File: src/hw/rtl/tvc_pkg.sv
// Shared types, widths and codes for the tile visibility cull unit.
package tvc_pkg;

   localparam int NUM_PLANES  = 6;
   localparam int COORD_WIDTH = 48;
   localparam int NORM_W      = 32;
   localparam int NORM_FRAC   = 30;
   localparam int PIDX_W      = 3;
   localparam int RADIUS_W    = COORD_WIDTH - 1;
   localparam int PLANE_AW    = (NUM_PLANES > 1) ? $clog2(NUM_PLANES) : 1;

   // Exact widths of the intermediate terms.
   localparam int VEC_W  = COORD_WIDTH + 1;
   localparam int LEN_W  = 2 * COORD_WIDTH + 3;
   localparam int K_W    = 2 * COORD_WIDTH + 2;
   localparam int CC_W   = 2 * COORD_WIDTH + 1;
   localparam int R2_W   = 2 * COORD_WIDTH - 2;
   localparam int PP_W   = 2 * COORD_WIDTH;
   localparam int PROD_W = 4 * COORD_WIDTH + 4;

   // Digit-serial multiplier geometry.
   localparam int DIG_W       = 8;
   localparam int MUL_AW      = LEN_W;
   localparam int MUL_BIN_W   = K_W;
   localparam int MUL_NDIG    = (2 * COORD_WIDTH + 1 + DIG_W - 1) / DIG_W;
   localparam int MUL_BW      = MUL_NDIG * DIG_W;
   localparam int NDIG_W      = $clog2(MUL_NDIG + 1);
   localparam int CORNER_NDIG = (COORD_WIDTH + DIG_W - 1) / DIG_W;
   localparam int VEC_NDIG    = (VEC_W + DIG_W - 1) / DIG_W;
   localparam int NORM_NDIG   = NORM_W / DIG_W;

   localparam int QUEUE_DEPTH = 2;
   localparam int QUEUE_AW    = (QUEUE_DEPTH > 1) ? $clog2(QUEUE_DEPTH) : 1;
   localparam int QUEUE_CW    = $clog2(QUEUE_DEPTH + 1);

   localparam logic OP_LOAD = 1'b0;
   localparam logic OP_TEST = 1'b1;

   typedef enum logic [1:0] {
      CSR_CAMERA_X       = 2'd0,
      CSR_CAMERA_Y       = 2'd1,
      CSR_CAMERA_Z       = 2'd2,
      CSR_HORIZON_RADIUS = 2'd3
   } csr_index_type;

   typedef enum logic {
      KIND_LOAD,
      KIND_TEST
   } kind_type;

   typedef enum logic [3:0] {
      BK_IDLE,
      BK_CAM_SQ,
      BK_RAD_SQ,
      BK_PLANE_DOT,
      BK_PLANE_CMP,
      BK_CORNER,
      BK_LEN_SQ,
      BK_K_DOT,
      BK_K_SQ,
      BK_CC_LEN,
      BK_P_SQ,
      BK_P_V,
      BK_EVAL,
      BK_REPLY
   } back_state_type;

   typedef struct packed {
      logic                          operation;
      logic [PIDX_W-1:0]             plane_index;
      logic signed [NORM_W-1:0]      plane_normal_x;
      logic signed [NORM_W-1:0]      plane_normal_y;
      logic signed [NORM_W-1:0]      plane_normal_z;
      logic signed [COORD_WIDTH-1:0] plane_offset;
      logic signed [COORD_WIDTH-1:0] box_min_x;
      logic signed [COORD_WIDTH-1:0] box_min_y;
      logic signed [COORD_WIDTH-1:0] box_min_z;
      logic signed [COORD_WIDTH-1:0] box_max_x;
      logic signed [COORD_WIDTH-1:0] box_max_y;
      logic signed [COORD_WIDTH-1:0] box_max_z;
   } req_type;

   typedef struct packed {
      logic visible;
      logic inside_frustum;
      logic above_horizon;
   } rsp_type;

   typedef struct packed {
      logic signed [COORD_WIDTH-1:0] camera_x;
      logic signed [COORD_WIDTH-1:0] camera_y;
      logic signed [COORD_WIDTH-1:0] camera_z;
      logic [RADIUS_W-1:0]           horizon_radius;
   } cfg_type;

   typedef struct packed {
      kind_type kind;
      req_type  item;
   } queue_entry_type;

   typedef struct packed {
      logic            valid;
      queue_entry_type entry;
   } queue_head_type;

   typedef struct packed {
      logic                        start;
      logic signed [MUL_AW-1:0]    a;
      logic signed [MUL_BIN_W-1:0] b;
      logic [NDIG_W-1:0]           ndig;
   } mul_cmd_type;

   typedef struct packed {
      logic                     done;
      logic signed [PROD_W-1:0] product;
   } mul_rsp_type;

endpackage

File: src/hw/rtl/tvc_mul.sv
// Shared signed multiplier, one 8-bit digit of the b operand per cycle.
module tvc_mul import tvc_pkg::*; (
   input  logic        clock,
   input  logic        reset,
   input  mul_cmd_type cmd,
   output mul_rsp_type rsp
);

   logic                     run_ff, run_in;
   logic                     fix_ff, fix_in;
   logic                     done_ff, done_in;
   logic [NDIG_W-1:0]        cnt_ff, cnt_in;
   logic                     neg_ff, neg_in;
   logic [MUL_AW-1:0]        a_mag_ff, a_mag_in;
   logic [MUL_BW-1:0]        b_mag_ff, b_mag_in;
   logic [PROD_W-1:0]        acc_ff, acc_in;
   logic signed [PROD_W-1:0] prod_ff, prod_in;

   logic                     a_neg, b_neg;
   logic [MUL_AW-1:0]        a_abs;
   logic [MUL_BIN_W-1:0]     b_abs;
   logic [DIG_W-1:0]         digit;
   logic [MUL_AW+DIG_W-1:0]  partial;

   always_comb begin
      a_neg   = cmd.a[MUL_AW-1];
      b_neg   = cmd.b[MUL_BIN_W-1];
      a_abs   = a_neg ? MUL_AW'(-cmd.a) : MUL_AW'(cmd.a);
      b_abs   = b_neg ? MUL_BIN_W'(-cmd.b) : MUL_BIN_W'(cmd.b);
      digit   = b_mag_ff[cnt_ff*DIG_W +: DIG_W];
      partial = (MUL_AW+DIG_W)'(a_mag_ff) * (MUL_AW+DIG_W)'(digit);

      run_in   = run_ff;
      fix_in   = 1'b0;
      done_in  = 1'b0;
      cnt_in   = cnt_ff;
      neg_in   = neg_ff;
      a_mag_in = a_mag_ff;
      b_mag_in = b_mag_ff;
      acc_in   = acc_ff;
      prod_in  = prod_ff;

      if (cmd.start) begin
         run_in   = 1'b1;
         cnt_in   = cmd.ndig - NDIG_W'(1);
         neg_in   = a_neg ^ b_neg;
         a_mag_in = a_abs;
         b_mag_in = MUL_BW'(b_abs);
         acc_in   = '0;
      end else if (run_ff) begin
         // msb-first: shift in one digit's worth of partial product
         acc_in = (acc_ff << DIG_W) + PROD_W'(partial);
         if (cnt_ff == '0) begin
            run_in = 1'b0;
            fix_in = 1'b1;
         end else begin
            cnt_in = cnt_ff - NDIG_W'(1);
         end
      end

      if (fix_ff) begin
         prod_in = neg_ff ? $signed(-acc_ff) : $signed(acc_ff);
         done_in = 1'b1;
      end
   end

   always_ff @(posedge clock) begin
      if (reset) begin
         run_ff  <= 1'b0;
         fix_ff  <= 1'b0;
         done_ff <= 1'b0;
      end else begin
         run_ff  <= run_in;
         fix_ff  <= fix_in;
         done_ff <= done_in;
      end
   end

   always_ff @(posedge clock) begin
      cnt_ff   <= cnt_in;
      neg_ff   <= neg_in;
      a_mag_ff <= a_mag_in;
      b_mag_ff <= b_mag_in;
      acc_ff   <= acc_in;
      prod_ff  <= prod_in;
   end

   assign rsp.done    = done_ff;
   assign rsp.product = prod_ff;

endmodule

File: config.mk
export PLATFORM = sky130hd
export DESIGN_NAME = tvc_mul
export DESIGN_NICKNAME = d
export VERILOG_FILES = /design/src/hw/rtl/tvc_pkg.sv /design/src/hw/rtl/tvc_mul.sv
export SDC_FILE = /design/constraint.sdc
export NUM_CORES = 2
export LEC_CHECK = 0
export BUFFER_PORTS_ARGS = -buffer_cell sky130_fd_sc_hd__buf_2
export CAP_MARGIN = 10
export CORE_MARGIN = 2
export CORE_UTILIZATION = 45
export CTS_CLUSTER_SIZE = 16
export DETAILED_ROUTE_END_ITERATION = 16
export GPL_TIMING_DRIVEN = 0
export HOLD_SLACK_MARGIN = 0.02
export MAX_ROUTING_LAYER = met4
export PLACE_DENSITY = 0.61
export SLEW_MARGIN = 20
export SYNTH_ARGS = -nofsm -noshare
export SYNTH_HDL_FRONTEND = slang
export SYNTH_SLANG_ARGS = --single-unit
File: constraint.sdc
create_clock -name clock -period 10.57 [get_ports clock]
set_input_delay 1.057 -clock clock [delete_from_list [all_inputs] [get_ports clock]]
set_output_delay 1.057 -clock clock [all_outputs]
set_load 0.01 [all_outputs]
==> flow_summary.toml <==
[status]
status = "complete, no violations"

[worst_setup_path]
cp-startpoint = "cnt_ff[1]$_DFFE_PP_"
r2r-start = "cnt_ff[1]$_DFFE_PP_"
rrSetupSlack_ps = 280
slowest_delay_ps = 780
critPathKind = "register to register"
cp_slowest_cell = "a31oi_1"
crit_top_cell = "fa_1"
critPathCaptureType = "register"
worst_ep_required_time_ps = 11110
cp.arrival_ps = 10830
crit_fanout = 11
setup.worst_path.start_class = "register"

[sta]
setup_ws_ps = 282
relSlewSlack_pct = 18.4
slew_viol_final = 0
period_minus_slack_ps = 10290
setup_viol = 0
worstMarginPinSlew_ps = 1210
hold_viol = 0
fin_skew_ps = 50.7
fmax_ghz = 0.0972
rsz0062_at_grt = "false"
fin_crit_sh_pct = 97.3

[finish]
fillCellCount = 12500
multi_input_area_um2 = 39600
layout-drive-gt1-share_pct = 10.0
fin_cells = 8779
syn2layout_area_growth_pct = 12.7
fin_nets = 7957
fin_util_pct = 51.1
ff_latch_area_um2 = 15900

[synthesis]
synthFlopType = "edfxtp_1"
yosysMostFrequentCell = "inv_1"
synth_edf_count = 398
synthDominantCellAreaShare_pct = 22.8
yosys_register_bits = 597
synthArstFlopShare_pct = 0
syn_area_um2 = 59700
yosys_warnings = 0
synth.avg_cell_area_um2 = 9.28
synth_area_leader_cell = "fa_1"
yosys-top-cells-area = "fa_1, edfxtp_1, dfxtp_1"
synth_common_cells = "inv_1, fa_1, nand2_1"
syn_nets = 7460
yosysSeqAreaShare_pct = 26.7
syn_inst = 6437
synth_cell_types = 87

[global_routing]
grt_pass1_vias = 50800
grt_antenna_before_repair = 20
grt_pass1_wl_um = 350000
track_usage_pct = 36.5
grt_max_degree = 85
grt-ovfl-total = 0

[min_path]
hold_start = "acc_ff[189]$_SDFFE_PP0P_"
hold_path_class = "register to register"

[clock_network]
clock_latency_ps = 720
cts.sinks = 597
cts-root-buf = "clkbuf_16"
clkSlewWorstSetupHoldPaths_ps = 60
cts_buffer_depth = 3
cts_tree = "yes"
cts_made_buffers = 73
h-tree-depth = 3

[route]
vias = 51000
drt_iter0_drc = 5172
wl_per_cell_um = 27.4
antenna_left = 0
dr.pass1.iters = 8
drc = 0
avgViaCountPerCell = 5.81
totalWireLength_um = 241000

[floorplanning]
fp.dieW_um = 368
die_h_um = 368
dieArea_um2 = 136000
core_region_area_um2 = 132000
rows = 133
io_pins = 401
initial_core_util_pct = 45.4

[placement]
portBuffers = 398
pre_cts_slack_ps = -1150
routabilityCongestion = 0.979
dp_hpwl_um = 198000
dp.cells = 8610

[run]
cap_viol_max_count = 0
[state kept, by name, summed over array words and instances, names as in the netlist]
signal	flops
a_mag_ff	99
acc_ff	196
b_mag_ff	98
cnt_ff	4
done_ff	1
fix_ff	1
neg_ff	1
prod_ff	196
run_ff	1
[critical path: cells and delay by family (launching register included)]
kind                     cells  cell delay [ps]
AO/OA/AOI/OAI                9             3600
multiplexers                 2              420
buffers and inverters        8             2270
adder cells (fa/ha/maj)      5             2420
flip-flops                   1              340
AND/OR/NAND/NOR              4             1060
[cell families (layout without fill, tap and decap cells)]
| family | Yosys count | in the layout | share of synthesized area [%] |
|---|---|---|---|
| xor+xnor | 549 | 549 | 8.05 |
| buf+inv | 1133 | 1691 | 7.15 |
| mux | 94 | 94 | 2.08 |
| simple gates | 2283 | 2283 | 19.8 |
| fa+ha+maj | 819 | 819 | 25.7 |
| compound gates | 962 | 962 | 10.5 |
| flops | 597 | 597 | 26.7 |
| other cells | 0 | 29 | 0 |
[placed cells by master, fill, tap and decap left out, types with 125 or more instances in the layout]
cell      netlist  routed
nand4_1       130     130
buf_2           1     402
nand3_1       125     125
dfxtp_1       199     198
a21oi_1       181     179
inv_1         781     780
o31ai_1       128     127
and2_1        611     611
xnor2_1       448     448
clkbuf_1      332     301
fa_1          680     680
edfxtp_1      398     398
o21ai_0       275     275
nor2_1        326     325
ha_1          139     139
nand2_1       627     626
[per-layer routing]
metal  routed length, um  global-route usage [%]  vias up
met5                   0                       -        -
met4               10600                    14.7        0
met3               21000                    7.14      442
met2              105000                    53.8     2436
met1              104000                    49.3    25600
li1                    -                       -    22500
[path summary, 6_finish.rpt]
| check | end | cells after the start |
|---|---|---|
| max reg2reg | acc_ff[141]$_SDFFE_PP0P_ | 28 |
| min | acc_ff[189]$_SDFFE_PP0P_ | 2 |
| max | acc_ff[141]$_SDFFE_PP0P_ | 28 |
| min reg2reg | acc_ff[189]$_SDFFE_PP0P_ | 2 |
[stage by stage]
step | setup TNS [ps] | hold WS [ps] | cell area (um2)
after global placement | -218030 | 480 | 63900
after floorplan | 0 | 465 | 59700
after detailed placement | -30930 | 493 | 64400
after global routing | 0 | 548 | 67300
after CTS | 0 | 501 | 67100
final | 0 | 503 | 67300
[layout make-up]
type                            instances  share of cell area, %
Clock buffer                           83                   2.85
Buffer                                349                   2.06
Sequential cell                       597                   23.7
Inverter                              781                   4.36
Timing Repair Buffer                  425                   3.63
Clock inverter                         53                   1.11
Antenna cell                           29                  0.108
Tap cell                             1755                   3.26
Multi-Input combinational cell       4707                   58.9
[repair_timing]
action / CTS / global route
setup buffers: 2 / 5
pin swaps: 1 / 0
gates resized for setup: 13 / 9
hold endpoints to repair: 0 / 0
setup endpoints to repair: 72 / 33
hold buffers: 0 / 0
Power is left out: the tool's default activity adds up to more than one toggle a clock period on the data nets, which glitch-free logic cannot reach.
