[config.mk]
export PLATFORM = sky130hd
export DESIGN_NAME = tvc_front
export DESIGN_NICKNAME = d
export VERILOG_FILES = /design/src/hw/rtl/tvc_pkg.sv /design/src/hw/rtl/tvc_front.sv
export SDC_FILE = /design/constraint.sdc
export NUM_CORES = 1
export LEC_CHECK = 0
export BUFFER_PORTS_ARGS = -buffer_cell sky130_fd_sc_hd__buf_4
export CORE_AREA = 5 5 342 344
export DETAILED_ROUTE_END_ITERATION = 16
export DIE_AREA = 0 0 347 349
export PLACE_DENSITY = 0.6
export SYNTH_ARGS = -nofsm -noshare
export SYNTH_HDL_FRONTEND = slang
export SYNTH_SLANG_ARGS = --single-unit
export TNS_END_PERCENT = 5
[constraint.sdc]
create_clock -name clock -period 56.1 [get_ports clock]
set_input_delay 11.22 -clock clock [delete_from_list [all_inputs] [get_ports clock]]
set_output_delay 11.22 -clock clock [all_outputs]
set_load 0.005 [all_outputs]
[src/hw/rtl/tvc_pkg.sv]
// Shared types, widths and codes for the tile visibility cull unit.
package tvc_pkg;

   localparam int NUM_PLANES  = 6;
   localparam int COORD_WIDTH = 48;
   localparam int NORM_W      = 32;
   localparam int NORM_FRAC   = 30;
   localparam int PIDX_W      = 3;
   localparam int RADIUS_W    = COORD_WIDTH - 1;
   localparam int PLANE_AW    = (NUM_PLANES > 1) ? $clog2(NUM_PLANES) : 1;

   // Exact widths of the intermediate terms.
   localparam int VEC_W  = COORD_WIDTH + 1;
   localparam int LEN_W  = 2 * COORD_WIDTH + 3;
   localparam int K_W    = 2 * COORD_WIDTH + 2;
   localparam int CC_W   = 2 * COORD_WIDTH + 1;
   localparam int R2_W   = 2 * COORD_WIDTH - 2;
   localparam int PP_W   = 2 * COORD_WIDTH;
   localparam int PROD_W = 4 * COORD_WIDTH + 4;

   // Digit-serial multiplier geometry.
   localparam int DIG_W       = 8;
   localparam int MUL_AW      = LEN_W;
   localparam int MUL_BIN_W   = K_W;
   localparam int MUL_NDIG    = (2 * COORD_WIDTH + 1 + DIG_W - 1) / DIG_W;
   localparam int MUL_BW      = MUL_NDIG * DIG_W;
   localparam int NDIG_W      = $clog2(MUL_NDIG + 1);
   localparam int CORNER_NDIG = (COORD_WIDTH + DIG_W - 1) / DIG_W;
   localparam int VEC_NDIG    = (VEC_W + DIG_W - 1) / DIG_W;
   localparam int NORM_NDIG   = NORM_W / DIG_W;

   localparam int QUEUE_DEPTH = 2;
   localparam int QUEUE_AW    = (QUEUE_DEPTH > 1) ? $clog2(QUEUE_DEPTH) : 1;
   localparam int QUEUE_CW    = $clog2(QUEUE_DEPTH + 1);

   localparam logic OP_LOAD = 1'b0;
   localparam logic OP_TEST = 1'b1;

   typedef enum logic [1:0] {
      CSR_CAMERA_X       = 2'd0,
      CSR_CAMERA_Y       = 2'd1,
      CSR_CAMERA_Z       = 2'd2,
      CSR_HORIZON_RADIUS = 2'd3
   } csr_index_type;

   typedef enum logic {
      KIND_LOAD,
      KIND_TEST
   } kind_type;

   typedef enum logic [3:0] {
      BK_IDLE,
      BK_CAM_SQ,
      BK_RAD_SQ,
      BK_PLANE_DOT,
      BK_PLANE_CMP,
      BK_CORNER,
      BK_LEN_SQ,
      BK_K_DOT,
      BK_K_SQ,
      BK_CC_LEN,
      BK_P_SQ,
      BK_P_V,
      BK_EVAL,
      BK_REPLY
   } back_state_type;

   typedef struct packed {
      logic                          operation;
      logic [PIDX_W-1:0]             plane_index;
      logic signed [NORM_W-1:0]      plane_normal_x;
      logic signed [NORM_W-1:0]      plane_normal_y;
      logic signed [NORM_W-1:0]      plane_normal_z;
      logic signed [COORD_WIDTH-1:0] plane_offset;
      logic signed [COORD_WIDTH-1:0] box_min_x;
      logic signed [COORD_WIDTH-1:0] box_min_y;
      logic signed [COORD_WIDTH-1:0] box_min_z;
      logic signed [COORD_WIDTH-1:0] box_max_x;
      logic signed [COORD_WIDTH-1:0] box_max_y;
      logic signed [COORD_WIDTH-1:0] box_max_z;
   } req_type;

   typedef struct packed {
      logic visible;
      logic inside_frustum;
      logic above_horizon;
   } rsp_type;

   typedef struct packed {
      logic signed [COORD_WIDTH-1:0] camera_x;
      logic signed [COORD_WIDTH-1:0] camera_y;
      logic signed [COORD_WIDTH-1:0] camera_z;
      logic [RADIUS_W-1:0]           horizon_radius;
   } cfg_type;

   typedef struct packed {
      kind_type kind;
      req_type  item;
   } queue_entry_type;

   typedef struct packed {
      logic            valid;
      queue_entry_type entry;
   } queue_head_type;

   typedef struct packed {
      logic                        start;
      logic signed [MUL_AW-1:0]    a;
      logic signed [MUL_BIN_W-1:0] b;
      logic [NDIG_W-1:0]           ndig;
   } mul_cmd_type;

   typedef struct packed {
      logic                     done;
      logic signed [PROD_W-1:0] product;
   } mul_rsp_type;

endpackage

[src/hw/rtl/tvc_front.sv]
// Front end: accepts items, classifies them and queues them for the back end.
module tvc_front import tvc_pkg::*; (
   input  logic           clock,
   input  logic           reset,
   input  logic           start,
   input  req_type        req_item,
   output logic           busy,
   input  logic           pop,
   output queue_head_type head
);

   localparam logic [PIDX_W:0] NUM_PLANES_CMP = (PIDX_W+1)'(NUM_PLANES);

   queue_entry_type       entries_ff [QUEUE_DEPTH];
   logic [QUEUE_AW-1:0]   wr_ptr_ff, wr_ptr_in;
   logic [QUEUE_AW-1:0]   rd_ptr_ff, rd_ptr_in;
   logic [QUEUE_CW-1:0]   count_ff, count_in;

   logic                  accept;
   logic                  push;
   logic                  do_pop;
   queue_entry_type       new_entry;

   always_comb begin
      busy   = (count_ff == QUEUE_CW'(QUEUE_DEPTH));
      accept = start && !busy;
      new_entry.kind = (req_item.operation == OP_TEST) ? KIND_TEST : KIND_LOAD;
      new_entry.item = req_item;
      // loads to a plane slot that does not exist are dropped here
      push   = accept && ((req_item.operation == OP_TEST) ||
                          ({1'b0, req_item.plane_index} < NUM_PLANES_CMP));
      do_pop = pop && (count_ff != '0);

      wr_ptr_in = wr_ptr_ff;
      rd_ptr_in = rd_ptr_ff;
      count_in  = count_ff;
      if (push) begin
         wr_ptr_in = (wr_ptr_ff == QUEUE_AW'(QUEUE_DEPTH-1)) ? '0 : wr_ptr_ff + QUEUE_AW'(1);
      end
      if (do_pop) begin
         rd_ptr_in = (rd_ptr_ff == QUEUE_AW'(QUEUE_DEPTH-1)) ? '0 : rd_ptr_ff + QUEUE_AW'(1);
      end
      if (push && !do_pop) begin
         count_in = count_ff + QUEUE_CW'(1);
      end else if (do_pop && !push) begin
         count_in = count_ff - QUEUE_CW'(1);
      end

      head.valid = (count_ff != '0);
      head.entry = entries_ff[rd_ptr_ff];
   end

   always_ff @(posedge clock) begin
      if (reset) begin
         wr_ptr_ff <= '0;
         rd_ptr_ff <= '0;
         count_ff  <= '0;
      end else begin
         wr_ptr_ff <= wr_ptr_in;
         rd_ptr_ff <= rd_ptr_in;
         count_ff  <= count_in;
      end
   end

   always_ff @(posedge clock) begin
      if (push) begin
         entries_ff[wr_ptr_ff] <= new_entry;
      end
   end

endmodule

==> metrics.md, run 1 <==
| Metric | Value |
|---|---|
| Placer Congestion | `0.834` |
| CP arrival | `4.72 ns` |
| Most frequent cells in the layout | `buf_4 (892), edfxtp_1 (872), mux2_2 (397)` |
| Via count | `16500` |
| Post-Syn Area | `31800 µm²` |
| Nets | `2765` |
| Final hold violation count | `0` |
| DR WL/cell | `21.1 µm` |
| Die height | `349 µm` |
| Setup crit start kind | `flop` |
| Overall routed net length | `82500 µm` |
| Post-CTS resize count | `0` |
| Logic pwr share | `25.6%` |
| Total Die Area | `121000 µm²` |
| Synth top area share | `82.2%` |
| Final Power | `1.94 mW` |
| Status | `finished clean` |
| Initial Utilization | `28.0%` |
| Pre-CTS WS | `40.56 ns` |
| Sequential-to-total area share from yosys stat | `82.5%` |
| Slew margin rel. | `22.8%` |
| Non-Filler Instances | `3911` |
| Via density | `4.22` |
| Hold Startpoint | `count_ff[1]` |
| RSZ-0062 raised after global routing | `no` |
| DRC | `0` |
| Post-DRT Antenna Nets | `0` |
| R2r startpoint | `count_ff[0]` |
| Min setup slack post-route | `40.16 ns` |
| Row cnt | `124` |
| Largest cells by area after synthesis | `edfxtp_1 (82%), mux2_2 (14%), mux2_4 (1.9%), buf_4 (0.73%), dfxtp_1 (0.31%)` |
| Worst-margin pin slew | `1.16 ns` |
| Largest net degree at the start of global routing | `142` |
| Cell Int Power | `1.44 mW` |
| Clock slew at reported path FFs | `0.05 ns` |
| CTS Hold Bufs | `0` |
| Tmin final | `15.94 ns` |
| Most common cell after layout, fill and taps aside | `buf_4` |
| Clk root buf | `clkbuf_16` |
| Post-DP HPWL | `59600 µm` |
| Drt pass-1 iters | `4` |
| Max-cap violations | `0` |
| Clock power share | `30.9%` |
| Area grow syn2layout | `35.5%` |
| Worst Hold Slack | `0.531 ns` |
| Peak VDD IR | `33.0 µV` |
| Fillers | `10500` |
| Io pins | `879` |
| Core ar. | `114000 µm²` |
| Yosys reg bits | `877` |
| Placed cells | `3742` |
| Number of port buffers | `878` |
| Critical path fanouts, max | `73` |
| 1st-iter DRT viols | `859` |
| Path category of the worst min-delay check | `reg -> reg` |
| Avg Cell Area, Syn | `23.0 µm²` |
| All-Layer GR Usage | `12.9%` |
| Pwr Density | `44.9 nW/µm²` |
| Die Wd | `347 µm` |
| Mapped Nets | `1827` |
| Leak pwr | `15.7 nW` |
| Cells after Synth | `1386` |
| Total gr overflow | `0` |
| Sink Count | `877` |
| Postcts setup bufs | `0` |
| Deepest clock path buffer count | `3` |
| H-tree depth reported by CTS | `3` |
| Max Slew Vio Count | `0` |
| Clk_lat worst skew | `0.65 ns` |
| Cell taking the most area after synthesis | `edfxtp_1` |
| Vias in the first global route | `17900` |
| Setup tns final | `0 ns` |
| Reg power frac | `43.5%` |
| Layout cells sized above 1 | `61.0%` |
| Synthesis Warnings | `0` |
| First-pass GRT wire length | `117000 µm` |
| Initial antenna violation count | `8` |
| P_sw | `494 µW` |
| Sw frac | `25.5%` |
| Library cells used by synthesis | `17` |
| CTS tree | `built` |
| Part of the cycle the worst path needs | `28.4%` |
| Fmax | `0.0627 GHz` |
| CTS buffer count | `92` |
| CP Capture Type | `output port` |
| Critical Path RT | `44.88 ns` |
| Clock skew | `0.0255 ns` |
| Final setup violation count | `0` |
| Critical path class | `reg -> out` |
[cell type report]
class / instances / area (µm²) / share of cell area (%)
inverter: 3 / 11.3 / 0.0261
antenna: 5 / 12.5 / 0.0290
tap: 1512 / 1890 / 4.39
multi-input combinational: 456 / 5190 / 12.0
clock inverter: 50 / 548 / 1.27
timing repair buffer: 894 / 6740 / 15.6
clock buffer: 114 / 2450 / 5.68
sequential: 877 / 26300 / 60.9
[cell usage after synthesis]
library cell	number
nor2_1	8
nand2_1	1
mux2_4	40
buf_2	13
mux2_2	397
a21oi_1	1
xor2_1	3
inv_1	3
edfxtp_1	872
o21ai_0	2
or3_1	1
buf_4	31
ha_1	1
buf_6	6
o221ai_1	1
or2_2	1
dfxtp_1	5
[cells by family after synthesis]
| family | after synthesis | share of synthesized area, % |
|---|---|---|
| compound gates | 4 | 0.0747 |
| xor+xnor | 3 | 0.0825 |
| fa+ha+maj | 1 | 0.0393 |
| buf+inv | 53 | 1.18 |
| flops | 877 | 82.5 |
| mux | 437 | 15.9 |
| simple gates | 11 | 0.145 |
[routing by layer]
layer	share of wire, %	routed length (µm)	global-route usage [%]	vias to the layer above
li1	-	-	-	7436
met5	0.016	13	0.432	-
met4	3.4	2820	5.50	2
met1	34	28300	13.4	8324
met2	54	44300	23.5	609
met3	8.5	7010	4.59	151
[metrics by stage]
step,utilization (%),area (µm²)
after floorplan,-,31800
after global placement,35.3,40100
after global routing,38.0,43100
after detailed placement,35.3,40100
final,38.0,43100
after CTS,38.0,43100
[sequential cells by signal (all words and copies together), names as in the netlist, named ones only]
register    flops
count_ff        2
entries_ff    872
rd_ptr_ff       1
wr_ptr_ff       1
[path summary, 6_finish.rpt]
path	end	slack [ns]	depth (start not counted)
min	count_ff[1]	0.53	2
min reg2reg	count_ff[1]	0.53	2
max	head[300]	40.16	5
max reg2reg	entries_ff[1][283]	51.58	5
[critical path, stage by stage, from the launching register on]
cell,delay [ns]
dfxtp_4,0.65
buf_4,0.82
buf_4,0.87
buf_4,0.91
mux2_2,0.44
buf_4,0.14
[power groups by stage]
stage	sequential (mW)	combinational, mW	clock (mW)
after floorplan	0.910	0.244	0
after global placement	0.853	0.503	0
after detailed placement	0.858	0.507	0
after CTS	0.845	0.510	0.617
after global routing	0.850	0.530	0.647
final	0.843	0.496	0.598
No activity file was read; power rests on OpenSTA's default activity.
==> run 2, diff against run 1 <==
==> constraint.sdc (replaced) <==
create_clock -name clock -period 16.15 [get_ports clock]
set_input_delay 3.23 -clock clock [delete_from_list [all_inputs] [get_ports clock]]
set_output_delay 3.23 -clock clock [all_outputs]
set_load 0.005 [all_outputs]
==> metrics.md, run 2 (synthesis gave the netlist of run 1 again) <==
| Metric | Value |
|---|---|
| Part of the cycle the worst path needs | `45.5%` |
| Largest Register | `entries_ff (unchanged)` |
| DRC | `0 (unchanged)` |
| Delay-heaviest family, CP | `buffers and inverters (unchanged)` |
| Placed cells | `3740 (was 3742)` |
| Critical path fanouts, max | `79 (was 73)` |
| Sink Count | `877 (unchanged)` |
| Nets | `2762 (was 2765)` |
| CP arrival | `4.12 ns (was 4.72 ns)` |
| Final Power | `6.76 mW (was 1.94 mW)` |
| RSZ-0062 raised after global routing | `no (unchanged)` |
| Critical Path RT | `12.92 ns (was 44.88 ns)` |
| R2r startpoint | `count_ff[0] (unchanged)` |
| Final hold violation count | `0 (unchanged)` |
| Crit path top cell by count | `buf_4 (unchanged)` |
| Via count | `16500 (about the same)` |
| Post-CTS resize count | `0 (unchanged)` |
| CP peak stage delay | `0.90 ns (was 0.91 ns)` |
| Clk root buf | `clkbuf_16 (unchanged)` |
| Post-DP HPWL | `59600 µm (about the same)` |
| Most common cell after layout, fill and taps aside | `buf_4 (unchanged)` |
| Core ar. | `114000 µm² (unchanged)` |
| Setup crit start kind | `flop (unchanged)` |
| Worst hold stages | `2 (unchanged)` |
| Cell Int Power | `5.04 mW (was 1.44 mW)` |
| Tmin final | `7.35 ns` |
| H-tree depth reported by CTS | `3 (unchanged)` |
| Row cnt | `124 (unchanged)` |
| Max Slew Vio Count | `0 (unchanged)` |
| Clock skew | `0.0270 ns (was 0.0255 ns)` |
| Critical path class | `reg -> out (unchanged)` |
| DP Area | `40100 µm² (about the same)` |
| Largest register FFs | `872 (unchanged)` |
| Peak VDD IR | `157 µV (was 33.0 µV)` |
| DR WL/cell | `21.1 µm (about the same)` |
| Fillers | `10500 (about the same)` |
| All-Layer GR Usage | `12.9% (about the same)` |
| Initial Utilization | `28.0% (unchanged)` |
| CP Capture Type | `output port (unchanged)` |
| Largest net degree at the start of global routing | `158 (was 142)` |
| Pwr Density | `157 nW/µm² (was 44.9 nW/µm²)` |
| Max-cap violations | `0 (unchanged)` |
| Total Die Area | `121000 µm² (unchanged)` |
| Drt pass-1 iters | `4 (unchanged)` |
| Logic pwr share | `25.4% (was 25.6%)` |
| Number of port buffers | `878 (unchanged)` |
| Status | `finished clean (unchanged)` |
| CP Buf/Inv Count | `3 (was 4)` |
| Overall routed net length | `82700 µm (was 82500 µm)` |
| Worst-path cell chain | `buf_4, buf_4, mux2_2, buf_4 (was buf_4, buf_4, buf_4, mux2_2, buf_4)` |
| Die Wd | `347 µm (unchanged)` |
| Via density | `4.21 (was 4.22)` |
| FF-to-FF path depth | `5 (unchanged)` |
| Post-DRT Antenna Nets | `0 (unchanged)` |
| Sw frac | `25.4% (was 25.5%)` |
| 1st-iter DRT viols | `970 (was 859)` |
| Hold Startpoint | `rd_ptr_ff (was count_ff[1])` |
| Slew margin rel. | `10.6% (was 22.8%)` |
| Die height | `349 µm (unchanged)` |
| Path category of the worst min-delay check | `reg -> reg (unchanged)` |
| Setup tns final | `0 ns (unchanged)` |
| Placer Congestion | `0.838 (was 0.834)` |
| CP max-delay cell | `buf_4 (unchanged)` |
| Pre-CTS WS | `8.77 ns (was 40.56 ns)` |
| Total gr overflow | `0 (unchanged)` |
| Fmax | `0.136 GHz` |
| Layout cells sized above 1 | `61.2% (was 61.0%)` |
| Postcts setup bufs | `0 (unchanged)` |
| First-pass GRT wire length | `117000 µm (about the same)` |
| Clock slew at reported path FFs | `0.06 ns (was 0.05 ns)` |
| Area grow syn2layout | `35.6% (was 35.5%)` |
| Reg area | `26300 µm² (unchanged)` |
| Leak pwr | `15.7 nW (about the same)` |
| Post-route cell area | `43200 µm² (was 43100 µm²)` |
| WP depth | `4 (was 5)` |
| Top Registers | `entries_ff (872), count_ff (2) (unchanged)` |
| CTS tree | `built (unchanged)` |
| Worst-margin pin slew | `1.34 ns (was 1.16 ns)` |
| Vias in the first global route | `17900 (about the same)` |
| CTS buffer count | `91 (was 92)` |
| Deepest clock path buffer count | `3 (unchanged)` |
| Min setup slack post-route | `8.80 ns (was 40.16 ns)` |
| CTS Hold Bufs | `0 (unchanged)` |
| Most frequent cells in the layout | `buf_4 (889), edfxtp_1 (872), mux2_2 (397) (was buf_4 (892), edfxtp_1 (872), mux2_2 (397))` |
| R2R Setup Slk | `11.76 ns (was 51.58 ns)` |
| Non-Filler Instances | `3913 (was 3911)` |
| Io pins | `879 (unchanged)` |
| Reg power frac | `43.5% (about the same)` |
| P_sw | `1.72 mW (was 494 µW)` |
| Clk_lat worst skew | `0.66 ns (was 0.65 ns)` |
| Final setup violation count | `0 (unchanged)` |
| Initial antenna violation count | `9 (was 8)` |
| Multi-input logic area | `5190 µm² (unchanged)` |
| Clock power share | `31.1% (was 30.9%)` |
[run 2: final timing paths]
kind	to
worst max register to register	entries_ff[1][260]
worst max-delay path	head[341]
worst min register to register	flop
worst min-delay path	flop
[run 2: layout make-up]
cell class | instances | share of cell area (%)
diodes | 8 | 0.0464
flip-flops and latches | 877 | 60.9
multi-input cells | 456 | 12.0
inverters | 3 | 0.0261
well taps | 1512 | 4.38
repair buffers | 892 | 15.6
clock inverters | 53 | 1.45
clock buffers | 112 | 5.60
[run 2: stage by stage]
stage / util [%] / hold slack (ns)
5_1_grt: 38.0 / 0.558
4_1_cts: 38.0 / 0.518
6_report: 38.0 / 0.516
3_3_place_gp: 35.3 / 0.488
3_5_place_dp: 35.3 / 0.500
2_1_floorplan: - / 0.470
[run 2: worst register-to-register path, cell delays in order (launching register included)]
cell	delay, ns
dfxtp_1	0.44
o221ai_1	0.33
nor2_4	0.47
buf_4	0.85
buf_4	0.93
buf_4	0.87
[run 2: routing by layer]
metal	vias up	global-route usage (%)	routed length, µm
met1	8241	12.9	27800
li1	7440	-	-
met4	2	5.92	3080
met2	613	23.7	44500
met3	161	5.02	7320
met5	-	0	13
[run 2: power by group through the flow]
stage          clock network, mW  logic [mW]  registers, mW
6_report                    2.10        1.72           2.94
2_1_floorplan                  0       0.846           3.16
3_3_place_gp                   0        1.73           2.97
4_1_cts                     2.18        1.76           2.94
5_1_grt                     2.28        1.83           2.97
3_5_place_dp                   0        1.75           2.99
==> run 3, diff against run 2 <==
--- a/config.mk
+++ b/config.mk
@@ -5,11 +5,12 @@
 export SDC_FILE = /design/constraint.sdc
 export NUM_CORES = 1
 export LEC_CHECK = 0
+export ABC_AREA = 1
 export BUFFER_PORTS_ARGS = -buffer_cell sky130_fd_sc_hd__buf_4
 export CORE_AREA = 5 5 342 344
 export DETAILED_ROUTE_END_ITERATION = 16
 export DIE_AREA = 0 0 347 349
-export PLACE_DENSITY = 0.6
+export PLACE_DENSITY = 0.62
 export SYNTH_ARGS = -nofsm -noshare
 export SYNTH_HDL_FRONTEND = slang
 export SYNTH_SLANG_ARGS = --single-unit
==> constraint.sdc (replaced) <==
create_clock -name clock -period 6.2 [get_ports clock]
set_input_delay 1.24 -clock clock [delete_from_list [all_inputs] [get_ports clock]]
set_output_delay 1.24 -clock clock [all_outputs]
set_load 0.005 [all_outputs]
==> metrics.md, run 3 <==
| Metric | Value |
|---|---|
| Synth top area share | `82.2% (about the same)` |
| Clk root buf | `clkbuf_16 (unchanged)` |
| Status | `finished clean (unchanged)` |
| Largest Register | `entries_ff (unchanged)` |
| Placer Congestion | `0.833 (was 0.838)` |
| Non-Filler Instances | `3941 (was 3913)` |
| Top FF cell, synth | `edfxtp_1 (unchanged)` |
| Fmax | `0.242 GHz` |
| Largest register FFs | `872 (unchanged)` |
| Area grow syn2layout | `35.8% (was 35.6%)` |
| Final hold violation count | `0 (unchanged)` |
| Post-Syn Area | `31900 µm² (was 31800 µm²)` |
| Critical path fanouts, max | `119 (was 79)` |
| Most frequent cells after synthesis | `edfxtp_1 (872), mux2_2 (396), mux2_4 (40) (was edfxtp_1 (872), mux2_2 (397), mux2_4 (40))` |
| Largest cells by area after synthesis | `edfxtp_1 (82%), mux2_2 (14%), mux2_4 (1.9%), buf_4 (0.73%), dfxtp_1 (0.31%) (unchanged)` |
| Mapped Nets | `1840 (was 1827)` |
| Final Power | `16.6 mW (was 6.76 mW)` |
| RSZ-0062 raised after global routing | `no (unchanged)` |
| Slew margin rel. | `29.7% (was 10.6%)` |
| H-tree depth reported by CTS | `3 (unchanged)` |
| Die Wd | `347 µm (unchanged)` |
| DR WL/cell | `20.9 µm (was 21.1 µm)` |
| Pre-CTS WS | `2.73 ns (was 8.77 ns)` |
| Via density | `4.21 (about the same)` |
| Placed cells | `3766 (was 3740)` |
| CTS Hold Bufs | `0 (unchanged)` |
| Peak VDD IR | `287 µV (was 157 µV)` |
| Setup crit start kind | `flop (unchanged)` |
| Tmin final | `4.13 ns` |
| Sink Count | `877 (unchanged)` |
| Cell taking the most area after synthesis | `edfxtp_1 (unchanged)` |
| Critical Path RT | `4.96 ns (was 12.92 ns)` |
| 1st-iter DRT viols | `978 (was 970)` |
| Initial Utilization | `28.1% (was 28.0%)` |
| Post-DRT Antenna Nets | `0 (unchanged)` |
| Largest net degree at the start of global routing | `152 (was 158)` |
| Clk_lat worst skew | `0.64 ns (was 0.66 ns)` |
| Pwr Density | `383 nW/µm² (was 157 nW/µm²)` |
| DP Area | `40300 µm² (was 40100 µm²)` |
| DRC | `0 (unchanged)` |
| Post-DP HPWL | `58800 µm (was 59600 µm)` |
| Clock slew at reported path FFs | `0.06 ns (about the same)` |
| Postcts setup bufs | `0 (unchanged)` |
| Top-count cell post-synth | `edfxtp_1 (unchanged)` |
| CP Capture Type | `output port (unchanged)` |
| Total gr overflow | `0 (unchanged)` |
| Die height | `349 µm (unchanged)` |
| CTS buffer count | `92 (was 91)` |
| Most common cell after layout, fill and taps aside | `buf_4 (unchanged)` |
| Core ar. | `114000 µm² (unchanged)` |
| Vias in the first global route | `17400 (was 17900)` |
| Top Registers | `entries_ff (872), count_ff (2) (unchanged)` |
| Avg Cell Area, Syn | `22.8 µm² (was 23.0 µm²)` |
| Post-route cell area | `43300 µm² (was 43200 µm²)` |
| Cells after Synth | `1399 (was 1386)` |
| Part of the cycle the worst path needs | `66.6%` |
| Via count | `16600 (was 16500)` |
| Yosys reg bits | `877 (unchanged)` |
| Clock skew | `0.0305 ns (was 0.0270 ns)` |
| Io pins | `879 (unchanged)` |
| Library cells used by synthesis | `16 (was 17)` |
| CTS tree | `built (unchanged)` |
| Nets | `2789 (was 2762)` |
| First-pass GRT wire length | `115000 µm (was 117000 µm)` |
| Max Slew Vio Count | `0 (unchanged)` |
| Initial antenna violation count | `14 (was 9)` |
| Total Die Area | `121000 µm² (unchanged)` |
| CP arrival | `2.89 ns (was 4.12 ns)` |
| Post-CTS resize count | `0 (unchanged)` |
| Number of port buffers | `878 (unchanged)` |
| Sequential-to-total area share from yosys stat | `82.5% (about the same)` |
| Drt pass-1 iters | `5 (was 4)` |
| Most frequent cells in the layout | `buf_4 (896), edfxtp_1 (872), mux2_2 (396) (was buf_4 (889), edfxtp_1 (872), mux2_2 (397))` |
| All-Layer GR Usage | `12.8% (was 12.9%)` |
| Path category of the worst min-delay check | `reg -> reg (unchanged)` |
| Final setup violation count | `0 (unchanged)` |
| Min setup slack post-route | `2.07 ns (was 8.80 ns)` |
| Deepest clock path buffer count | `3 (unchanged)` |
| Row cnt | `124 (unchanged)` |
| Worst-margin pin slew | `1.05 ns (was 1.34 ns)` |
| Overall routed net length | `82200 µm (was 82700 µm)` |
| Critical path class | `reg -> out (unchanged)` |
| Max-cap violations | `0 (unchanged)` |
| Post-synth EDFFs | `872 (unchanged)` |
| Leak pwr | `15.8 nW (was 15.7 nW)` |
| Synth async-reset ratio | `0% (unchanged)` |
| Layout cells sized above 1 | `60.6% (was 61.2%)` |
| Synthesis Warnings | `0 (unchanged)` |
[run 3: cell count changes after synthesis, sizes merged, moves of 2 or more]
| cell | previous run | this run |
|---|---|---|
| nand2 | 1 | 11 |
| inv | 3 | 7 |
| xor2 | 3 | 0 |
| a21oi | 1 | 3 |
| nand3 | 0 | 2 |
| nand3b | 0 | 2 |
[run 3: cell type report]
| type | count | area (µm²) |
|---|---|---|
| multi-input cells | 465 | 5200 |
| flip-flops and latches | 877 | 26300 |
| inverters | 7 | 33.8 |
| repair buffers | 905 | 6910 |
| clock inverters | 49 | 499 |
| diodes | 8 | 20.0 |
| fillers | 10500 | 70300 |
| well taps | 1512 | 1890 |
| clock buffers | 118 | 2420 |
[run 3: logic make-up (layout without fill, tap and decap cells)]
kind of cell    Yosys count  after routing  share of synthesized area [%]
other cells               0              8                              0
mux                     436            436                           15.9
compound gates            4              4                         0.0628
simple gates             24             24                          0.318
fa+ha+maj                 1              1                         0.0393
buf+inv                  57           1079                           1.23
flops                   877            877                           82.5
[run 3: report_power, final]
group / internal [mW] / switching, mW / total [mW]
clock network: 3.03 / 2.24 / 5.26
registers: 7.38 / 0.176 / 7.55
logic: 2.00 / 1.74 / 3.74
[run 3: per-layer routing]
layer	GRT usage, %	vias to the layer above	share of wire (%)
met3	5.43	137	9.4
met4	4.78	10	2.9
met1	13.4	8308	35
met5	0	-	0.089
li1	-	7493	-
met2	22.9	628	52
[run 3: worst paths after layout]
path / to / startpoint / slack [ns] / depth (start not counted)
max reg2reg: entries_ff[1][225] / count_ff[0] / 3.71 / 5
min: flop / rd_ptr_ff / 0.50 / 2
max: head[327] / flop / 2.07 / 3
min reg2reg: flop / rd_ptr_ff / 0.50 / 2
[run 3: worst max-delay path: stages (launching register included)]
cell and delay [ns]:
dfxtp_4 0.88, buf_12 0.59, mux2_2 0.43, buf_4 0.14
[run 3: per-stage QoR]
step	hold slack [ns]	setup TNS, ns	utilization (%)
floorplan	0.465	-4517.08	-
global placement	0.481	0	35.5
detailed placement	0.487	0	35.5
CTS	0.490	0	38.1
global route	0.547	0	38.1
finish	0.498	0	38.1
